==> config.mk <==
export PLATFORM = sky130hd
export DESIGN_NAME = pft_sincos
export DESIGN_NICKNAME = d
export VERILOG_FILES = /design/src/design/pft_pkg.sv /design/src/design/pft_sincos.sv
export SDC_FILE = /design/constraint.sdc
export NUM_CORES = 1
export LEC_CHECK = 0
export BUFFER_PORTS_ARGS = -buffer_cell sky130_fd_sc_hd__buf_2
export CORE_MARGIN = 4
export CORE_UTILIZATION = 60
export DETAILED_ROUTE_END_ITERATION = 10
export MAX_ROUTING_LAYER = met4
export PLACE_DENSITY = 0.79
export SYNTH_ARGS = -nofsm -noshare
export SYNTH_HDL_FRONTEND = slang
export SYNTH_SLANG_ARGS = --single-unit
export TNS_END_PERCENT = 50
==> constraint.sdc <==
create_clock -name clk -period 11.1 [get_ports clk]
set_input_delay 1.11 -clock clk [delete_from_list [all_inputs] [get_ports clk]]
set_output_delay 1.11 -clock clk [all_outputs]
set_load 0.005 [all_outputs]
==> src/design/pft_pkg.sv <==
`timescale 1ns / 1ps
`default_nettype none
// ----------------------------------------------------------------------------
// Planar frame transform package
// Shared constants, the arctangent table, the trig sequencer states and the
// bundle that carries sine and cosine from the trig unit to the datapath.
// ----------------------------------------------------------------------------
package pft_pkg;

	localparam int COORD_WIDTH_DEF  = 32;
	localparam int ANGLE_WIDTH_DEF  = 18;
	localparam int CORDIC_STEPS_DEF = 16;

	// Configuration register indexes.
	localparam int              CFG_INDEX_WIDTH  = 2;
	localparam logic [1:0]      REG_BASE_X       = 2'd0;
	localparam logic [1:0]      REG_BASE_Y       = 2'd1;
	localparam logic [1:0]      REG_BASE_HEADING = 2'd2;

	// Q30 trig values: CORDIC state width and magnitude width.
	localparam int FRAC_BITS   = 30;
	localparam int CORDIC_XW   = 32;
	localparam int TRIG_WIDTH  = 31;

	localparam longint Q30_PI      = 64'sd3373259426;
	localparam longint Q30_HALF_PI = 64'sd1686629713;
	localparam longint Q30_TWO_PI  = 64'sd6746518852;
	localparam longint Q30_GAIN    = 64'sd652032874;

	localparam int ATAN_LEN   = 24;
	localparam int STEP_WIDTH = $clog2(ATAN_LEN);

	localparam logic [29:0] ATAN_Q30 [ATAN_LEN] = '{
		30'd843314857, 30'd497837829, 30'd263043837, 30'd133525159, 30'd67021687,
		30'd33543516,  30'd16775851,  30'd8388437,   30'd4194283,   30'd2097149,
		30'd1048576,   30'd524288,    30'd262144,    30'd131072,    30'd65536,
		30'd32768,     30'd16384,     30'd8192,      30'd4096,      30'd2048,
		30'd1024,      30'd512,       30'd256,       30'd128
	};

	typedef enum logic [2:0] {
		ST_IDLE,
		ST_LOAD,
		ST_REDUCE,
		ST_FOLD,
		ST_HALF,
		ST_ROT,
		ST_DONE
	} pft_state_t;

	typedef struct packed {
		logic                  ready;
		logic [TRIG_WIDTH-1:0] cos_mag;
		logic                  cos_neg;
		logic [TRIG_WIDTH-1:0] sin_mag;
		logic                  sin_neg;
	} pft_trig_t;

endpackage
`default_nettype wire

==> src/design/pft_sincos.sv <==
`timescale 1ns / 1ps
`default_nettype none
// ----------------------------------------------------------------------------
// Planar frame transform trig unit
// Reduces the base heading and runs a rotation-mode CORDIC, one step per cycle.
// ----------------------------------------------------------------------------
module pft_sincos #(
	parameter int ANGLE_WIDTH  = pft_pkg::ANGLE_WIDTH_DEF,
	parameter int CORDIC_STEPS = pft_pkg::CORDIC_STEPS_DEF
) (
	input  logic                          clk,
	input  logic                          arst_n,
	input  logic                          start,
	input  logic signed [ANGLE_WIDTH-2:0] heading,
	output pft_pkg::pft_trig_t            trig
);
	import pft_pkg::*;

	localparam int HW    = ANGLE_WIDTH - 1;
	localparam int ZW    = (ANGLE_WIDTH + 17 > 36) ? ANGLE_WIDTH + 17 : 36;
	localparam int NSTEP = (CORDIC_STEPS < ATAN_LEN) ? CORDIC_STEPS : ATAN_LEN;
	localparam logic [STEP_WIDTH-1:0] LAST_STEP = STEP_WIDTH'(NSTEP - 1);

	localparam logic signed [ZW-1:0] Z_PI       = ZW'(Q30_PI);
	localparam logic signed [ZW-1:0] Z_NEG_PI   = ZW'(-Q30_PI);
	localparam logic signed [ZW-1:0] Z_HALF     = ZW'(Q30_HALF_PI);
	localparam logic signed [ZW-1:0] Z_NEG_HALF = ZW'(-Q30_HALF_PI);
	localparam logic signed [ZW-1:0] Z_TWO_PI   = ZW'(Q30_TWO_PI);
	localparam logic signed [ZW-1:0] Z_NEG_2PI  = ZW'(-Q30_TWO_PI);
	localparam logic signed [CORDIC_XW-1:0] X_GAIN = CORDIC_XW'(Q30_GAIN);

	pft_state_t                   state_q, state_d;
	logic [STEP_WIDTH-1:0]        step_q;
	logic                         flip_q;
	logic signed [ZW-1:0]         z_q;
	logic signed [CORDIC_XW-1:0]  x_q, y_q;
	logic signed [CORDIC_XW-1:0]  dx, dy, x_abs, y_abs;
	logic signed [ZW-1:0]         atan_z;
	logic                         z_ge_2pi, z_le_m2pi;
	logic [TRIG_WIDTH-1:0]        cos_mag_q, sin_mag_q;
	logic                         cos_neg_q, sin_neg_q;

	assign z_ge_2pi  = (z_q >= Z_TWO_PI);
	assign z_le_m2pi = (z_q <= Z_NEG_2PI);
	assign dx        = y_q >>> step_q;
	assign dy        = x_q >>> step_q;
	assign atan_z    = ZW'(ATAN_Q30[step_q]);
	assign x_abs     = x_q[CORDIC_XW-1] ? -x_q : x_q;
	assign y_abs     = y_q[CORDIC_XW-1] ? -y_q : y_q;

	always_comb begin
		state_d = state_q;
		unique case (state_q)
			ST_IDLE:   state_d = ST_IDLE;
			ST_LOAD:   state_d = ST_REDUCE;
			ST_REDUCE: if (!z_ge_2pi && !z_le_m2pi) state_d = ST_FOLD;
			ST_FOLD:   state_d = ST_HALF;
			ST_HALF:   state_d = ST_ROT;
			ST_ROT:    if (step_q == LAST_STEP) state_d = ST_DONE;
			ST_DONE:   state_d = ST_IDLE;
			default:   state_d = ST_IDLE;
		endcase
		if (start) state_d = ST_LOAD;
	end

	always_comb begin
		trig.ready   = (state_q == ST_IDLE);
		trig.cos_mag = cos_mag_q;
		trig.cos_neg = cos_neg_q;
		trig.sin_mag = sin_mag_q;
		trig.sin_neg = sin_neg_q;
	end

	always_ff @(posedge clk or negedge arst_n) begin
		if (!arst_n) begin
			state_q <= ST_LOAD;
			step_q  <= '0;
		end else begin
			state_q <= state_d;
			if (state_q == ST_HALF) step_q <= '0;
			else if (state_q == ST_ROT) step_q <= step_q + 1'b1;
		end
	end

	always_ff @(posedge clk) begin
		unique case (state_q)
			ST_LOAD: begin
				z_q <= {{(ZW - HW - 16){heading[HW-1]}}, heading, 16'b0};
			end
			ST_REDUCE: begin
				// Truncating remainder: walk toward zero until below one turn.
				if (z_ge_2pi) z_q <= z_q - Z_TWO_PI;
				else if (z_le_m2pi) z_q <= z_q + Z_TWO_PI;
			end
			ST_FOLD: begin
				if (z_q > Z_PI) z_q <= z_q - Z_TWO_PI;
				else if (z_q < Z_NEG_PI) z_q <= z_q + Z_TWO_PI;
			end
			ST_HALF: begin
				// Outside the right half plane, rotate by pi and negate at the end.
				if (z_q > Z_HALF) begin
					z_q    <= z_q - Z_PI;
					flip_q <= 1'b1;
				end else if (z_q < Z_NEG_HALF) begin
					z_q    <= z_q + Z_PI;
					flip_q <= 1'b1;
				end else begin
					flip_q <= 1'b0;
				end
				x_q <= X_GAIN;
				y_q <= '0;
			end
			ST_ROT: begin
				if (!z_q[ZW-1]) begin
					x_q <= x_q - dx;
					y_q <= y_q + dy;
					z_q <= z_q - atan_z;
				end else begin
					x_q <= x_q + dx;
					y_q <= y_q - dy;
					z_q <= z_q + atan_z;
				end
			end
			ST_DONE: begin
				cos_mag_q <= x_abs[TRIG_WIDTH-1:0];
				cos_neg_q <= x_q[CORDIC_XW-1] ^ flip_q;
				sin_mag_q <= y_abs[TRIG_WIDTH-1:0];
				sin_neg_q <= y_q[CORDIC_XW-1] ^ flip_q;
			end
			default: begin
				z_q <= z_q;
			end
		endcase
	end

endmodule
`default_nettype wire

**Yosys cells after proc, flatten, opt, wreduce, memory -nomap -nowiden**

Memories as Yosys holds them, arrays and structs flattened.
Index checks and enable logic that the tools add are counted.
W data, S select, Z words.

- Flip-flop bits (word level): 173
- Bits in read-only memories: 960
- Bits of input ports: 20
- Output and inout port bits: 65
- Logic and storage cells: 79
- Memories kept: 1

- Add/sub/neg operators: 13
- $lt $le $gt $ge: 7
- Equality and inequality tests: 12
- Shifts and indexed selects: 2
- Mux-type cells: 23
- Bitwise gates (word level): 3
- Reduce and logical (&&, ||, !) cells: 8

Memories:

| memory | words | bits a word | read ports | clocked after Yosys merged registers in | write ports | RTL line | text |
|---|---|---|---|---|---|---|---|
| (no name shown) | 32 | 30 | 1 | 0 | 0 | pft_sincos.sv:47 | `assign atan_z = ZW'(ATAN_Q30[step_q]);` |

Operator list:

| cell | count |
|---|---|
| $mux W36 | 7 |
| $pmux W36 S5 | 1 |
| $pmux W32 S2 | 2 |
| $add A32 B32 Y32 | 2 |
| $mux W32 | 2 |
| $sshr A32 B5 Y32 | 2 |
| $sub A32 B32 Y32 | 2 |
| $mux W31 | 2 |
| $neg A31 Y31 | 2 |
| $mux W30 | 2 |
| $add A36 B31 Y36 | 1 |
| $add A36 B33 Y36 const B | 1 |
| $add A36 B34 Y36 const B | 1 |
| $ge A36 B34 Y1 const B | 1 |
| $gt A36 B32 Y1 const B | 1 |
| $gt A36 B33 Y1 const B | 1 |
| $le A36 B34 Y1 const B | 1 |
| $lt A36 B32 Y1 const B | 1 |
| $lt A36 B33 Y1 const B | 1 |
| $sub A36 B31 Y36 | 1 |
| $sub A36 B33 Y36 const B | 1 |
| $sub A36 B34 Y36 const B | 1 |
| $pmux W3 S5 | 1 |
| $ne A3 B3 Y1 const B | 4 |
| 19 further kinds | 27 |

**Depth between registers and ports, before layout**

- Word-level depth: 7
- Depth in mapped cells: 29
- Depth with buffers taken out: 22

**Worst setup path before layout**

No wires, ideal clock.

- Path type: register -> register
- Start: register step_q[1]
- End: register z_q[33] (data pin)
- Library setup time: 271 ps
- Arrival time: 6,322 ps
- Data required time: 10,829 ps
- Slack: 4,507 ps
- Cell stages (with the launch flop): 27
- Buffers on the path: 8
- Period minus slack after synthesis: 6,593 ps
- Path through: dfrtp_1 -> clkbuf_8 -> clkbuf_8 -> inv_2 -> buf_2 -> buf_1 -> clkbuf_1 -> ha_1 -> clkbuf_1 -> nor2_1 -> o21a_1 -> a221oi_1 -> nor4b_1 -> and3_1 -> nor3b_1 -> and4_1 -> clkbuf_1 -> a21oi_1 -> xor2_1 -> ha_1 -> buf_1 -> nand4_1 -> o31ai_1 -> a21oi_1 -> a221oi_1 -> mux2i_1 -> o211ai_1

- Cells in the longest elaborated chain, start to end: 7
- Elaborated cells on any way between the ends: 8
- Classes of those cells: add/sub (2); mux (4); bitwise (1); memory (1)

Ends and longest elaborated chain:

| item | RTL line | text |
|---|---|---|
| start: declaration | pft_sincos.sv:33 | `logic [STEP_WIDTH-1:0] step_q;` |
| start signal: assignment | pft_sincos.sv:81 | `else if (state_q == ST_ROT) step_q <= step_q + 1'b1;` |
| $not A5 Y6 (implied by the code) * | pft_sincos.sv:47 |  |
| $mem_v2 Z32 W30 * | -- |  |
| $mux W30 (implied by the code) * (2 in a row) | pft_sincos.sv:47 |  |
| $sub A36 B31 Y36 / $add A36 B31 Y36 (equally long branches) | pft_sincos.sv:117, pft_sincos.sv:121 |  |
| $mux W36 * | pft_sincos.sv:114 | `if (!z_q[ZW-1]) begin` |
| $pmux W36 S5 * | pft_sincos.sv:86 | `unique case (state_q)` |
| end signal: assignment | pft_sincos.sv:88 | `z_q <= {{(ZW - HW - 16){heading[HW-1]}}, heading, 16'b0};` |
| end signal: assignment | pft_sincos.sv:117 | `z_q <= z_q - atan_z;` |
| end signal: assignment | pft_sincos.sv:121 | `z_q <= z_q + atan_z;` |
| end: declaration | pft_sincos.sv:35 | `logic signed [ZW-1:0] z_q;` |

Mark *: on every way between the ends. The rest lies on a longest branch, timed or not. The select of a mux whose other input is x is not followed.
A chain may end at the register's enable or synchronous reset.

**Worst setup path after layout**

- Start: register step_q[0]
- End: register y_q[29] (data pin)

- Cells in the longest elaborated chain, start to end: 4
- Elaborated cells on any way between the ends: 5
- Classes of those cells: add/sub (2); shift (1); mux (2)

Ends and longest elaborated chain:

| item | RTL line | text |
|---|---|---|
| $sshr A32 B5 Y32 * | pft_sincos.sv:46 | `assign dy = x_q >>> step_q;` |
| $add A32 B32 Y32 / $sub A32 B32 Y32 (equally long branches) | pft_sincos.sv:116, pft_sincos.sv:120 |  |
| $mux W32 * | pft_sincos.sv:114 |  |
| $pmux W32 S2 * | pft_sincos.sv:86 |  |
| end signal: assignment | pft_sincos.sv:116 | `y_q <= y_q + dy;` |
| end signal: assignment | pft_sincos.sv:120 | `y_q <= y_q - dy;` |
| end: declaration | pft_sincos.sv:36 | `logic signed [CORDIC_XW-1:0] x_q, y_q;` |

Mark *: on every way between the ends. The rest lies on a longest branch, timed or not.

==> out/metrics.yaml <==
start_kind: "flip-flop"
maxCapViolCount: 0
period_minus_slack_ps: 7480
drt_iter0_drc: 2800
internal-power_w: 0.00348
worstPathMaxFanout: 46
syn_area_sq_um: 23500
cts_resized: 0
comb_power_share_pct: 76.0
clkLatencyLatePin_ps: 480
clockRootBuffer: "clkbuf_16"
die-area_sq_um: 42300
syn_nets: 2949
skew_ps: 19.1
rows: 72
synth_area_leaders: "edfxtp_1 21%, xnor2_1 6.8%, ha_1 6.7%"
yosysWarningCount: 0
final_core_util_pct: 63.1
wl_per_cell_um: 27.2
grt_pass1_vias: 22500
leakage_nw: 8.83
syn_inst: 2800
maxSlewHeadroom_pct: 27.2
dp_hpwl_mm: 63.8
tightest_slew_ps: 1090
post-cts-setup-buffer-count: 0
cts_tree: "done"
cp.arrival_ps: 7690
rsz0062_at_grt: "no"
cts-buffers-inserted: 17
tns_ps: 0
timing.rr.start: "step_q[0]$_DFFE_PN0N_"
yosys.area.top_type: "edfxtp_1"
hold_buffers: 0
rr_worst_depth: 21
core_area_sq_um: 38600
ys_seq_elements: 173
timing.rr.end: "y_q[29]$_SDFFCE_PN0N_"
clk_path_buf_depth: 2
switchingPower_w: 0.00412
reg2reg_setup_slack_ps: 3620
overflow: 0
cpMaxStageDelayCell: "dfrtp_4"
grt_pass1_wl_mm: 132
antenna_found_initial: 1
drive_gt1_share_pct: 12.0
peakVddDrop_mv: 0.168
place_congestion: 1.06
grt_max_degree: 69
clk_pin_slew_ps: 90
worstSetupPathType: "reg -> reg"
end_kind: "flip-flop"
timing.final.hold_violations: 0
dieHeight_um: 206
finalSetupViolations: 0
ioPinCount: 85
portBuffers: 84
switching_share_pct: 54.2
die_w_um: 206
grtUsageTotal_pct: 41.6
yosysSeqAreaShare_pct: 22.0
p_clk_share_pct: 8.4
hold_class: "in -> async"
maxSlewViolCount: 0
seqPwrFrac_pct: 15.7
area_growth_syn_to_layout_pct: 3.84
crit_path_max_incr_delay_ps: 890
status: "complete, no violations"
cp_common_cell: "nor3_1"
powerDensity_nw_per_um2: 312
avgSynthCellArea_sq_um: 8.38
wl_mm: 88.4
max_freq_mhz: 134
drc: 0
cts_sinks: 173
synth_edf_count: 165
synth_top_cell_area_share_pct: 21.1
synthFlopType: "edfxtp_1"
fin_crit_sh_pct: 67.4
vias_per_cell: 7.30
dr_total_vias: 23700
layout.nets: 2860
cp.required_ps: 11310
antenna_left: 0
synthArstFlopShare_pct: 4.62
htree_levels: 4
path_cells: "buf_4 -> mux4_2 -> mux2i_1 -> o221ai_1 -> nor3_1 -> ha_1 -> nand3_1 -> nor2_1 -> a31oi_1 -> xor2_1 -> ha_1 -> a211o_1 -> a21oi_1 -> nor4_1 -> a2111oi_0 -> o41ai_1 -> a211oi_1 -> o211ai_1 -> and3_1 -> nor3_1 -> nor3_1"
synth_cell_types: 105
firstDrtPassIters: 7
initial_core_util_pct: 60.7
[critical path, delay by kind of cell (launching register included)]
| family | cells | cell delay (ps) |
|---|---|---|
| simple gates | 7 | 1640 |
| mux | 2 | 1000 |
| flops | 1 | 890 |
| buf+inv | 1 | 630 |
| xor+xnor | 1 | 190 |
| fa+ha+maj | 2 | 670 |
| compound gates | 8 | 2140 |
[logic make-up (layout without fill, tap and decap cells)]
logic type / Yosys count / in the layout / synth area share [%]
buffers and inverters: 302 / 226 / 5.92
AOI/OAI and AO/OA: 840 / 840 / 23.7
DFF: 173 / 173 / 22.0
xor gates and xnor gates: 271 / 271 / 10.2
adders and majority gates: 129 / 129 / 6.97
and+or+nand+nor: 894 / 894 / 19.1
muxes: 191 / 191 / 12.2
other: 0 / 1 / 0
[power groups by stage]
stage	clock, W	sequential [W]	combinational, W
6_report	0.000635	0.00119	0.00577
5_1_grt	0.000665	0.00120	0.00624
4_1_cts	0.000638	0.00117	0.00563
3_5_place_dp	0	0.00118	0.00558
3_3_place_gp	0	0.00117	0.00546
2_1_floorplan	0	0.000881	0.00457
[flip-flops by register name, indices dropped and copies added (netlist names), 3 cells and up]
| name | cells |
|---|---|
| sin_mag_q | 31 |
| step_q | 5 |
| z_q | 36 |
| y_q | 32 |
| x_q | 32 |
| state_q | 3 |
| cos_mag_q | 31 |
[through the flow]
step	hold slack, ps	power [W]	area, sq um	cells	setup slack [ps]
after floorplan	461	0.00545	23500	2800	4510
after CTS	472	0.00743	24400	3242	3760
after detailed placement	546	0.00676	23800	3210	3770
after global routing	483	0.00811	24400	3242	3180
after global placement	540	0.00663	23800	3210	4010
final	484	0.00759	24400	3243	3620
[cells in the final DEF, fill, tap and decap left out, drive strengths merged, types with 63 or more instances in the layout]
cell    count
buf       121
edfxtp    165
a21oi     208
ha        126
nor2      237
xnor2     182
mux2i      80
xor2       88
nand2     233
mux4       70
nand3      63
inv        78
o21ai     173
[synthesized netlist by cell type, drive strengths merged (15+ instances only)]
library cell and instances:
o221ai 16, a21oi 208, nand3 63, o22ai 36
xor2 88, o211ai 27, o41ai 15, and3 23
o21bai 17, a22oi 20, nor2b 28, nand2 233
o21ai 173, buf 72, nor4 19, o31ai 42
a21o 36, a221oi 16, ha 126, inv 71
and2 22, edfxtp 165, mux2 41, or4 27
mux4 70, nand4 28, xnor2 182, o21a 32
nor2 237, a211oi 28, nand2b 40, or3 28
or2 23, mux2i 80, a31oi 43, clkbuf 156
nor3 61
[per-layer routing]
metal | wire (um) | vias to the layer above | global-route usage, % | share of wire (%)
met4 | 7060 | 0 | 28.3 | 8.0
met3 | 9250 | 422 | 7.79 | 10
met1 | 31600 | 11100 | 48.6 | 36
met5 | 0 | - | - | 0
met2 | 40400 | 1715 | 65.2 | 46
li1 | - | 10400 | - | -
[final cells by class]
| type | instances | area (sq um) |
|---|---|---|
| antenna | 1 | 2.50 |
| clock inverter | 15 | 184 |
| tap | 518 | 648 |
| multi-input combinational | 2325 | 17000 |
| inverter | 73 | 275 |
| sequential | 173 | 5170 |
| clock buffer | 17 | 425 |
| timing repair buffer | 121 | 698 |
| fill | 3288 | 14300 |
[worst max-delay path by stage]
stage | startpoint | endpoint | slack [ps]
3_5_place_dp | step_q[0]$_DFFE_PN0N_ | x_q[29]$_SDFFCE_PN1N_ | 3770
5_1_grt | step_q[1]$_DFFE_PN0N_ | z_q[30]$_DFFE_PP_ | 3180
4_1_cts | step_q[0]$_DFFE_PN0N_ | x_q[29]$_SDFFCE_PN1N_ | 3760
2_1_floorplan | step_q[1]$_DFFE_PN0N_ | z_q[33]$_DFFE_PP_ | 4510
3_3_place_gp | step_q[0]$_DFFE_PN0N_ | x_q[29]$_SDFFCE_PN1N_ | 4010
6_report | step_q[0]$_DFFE_PN0N_ | y_q[29]$_SDFFCE_PN0N_ | 3620
Power figures use the tool's default switching activity.
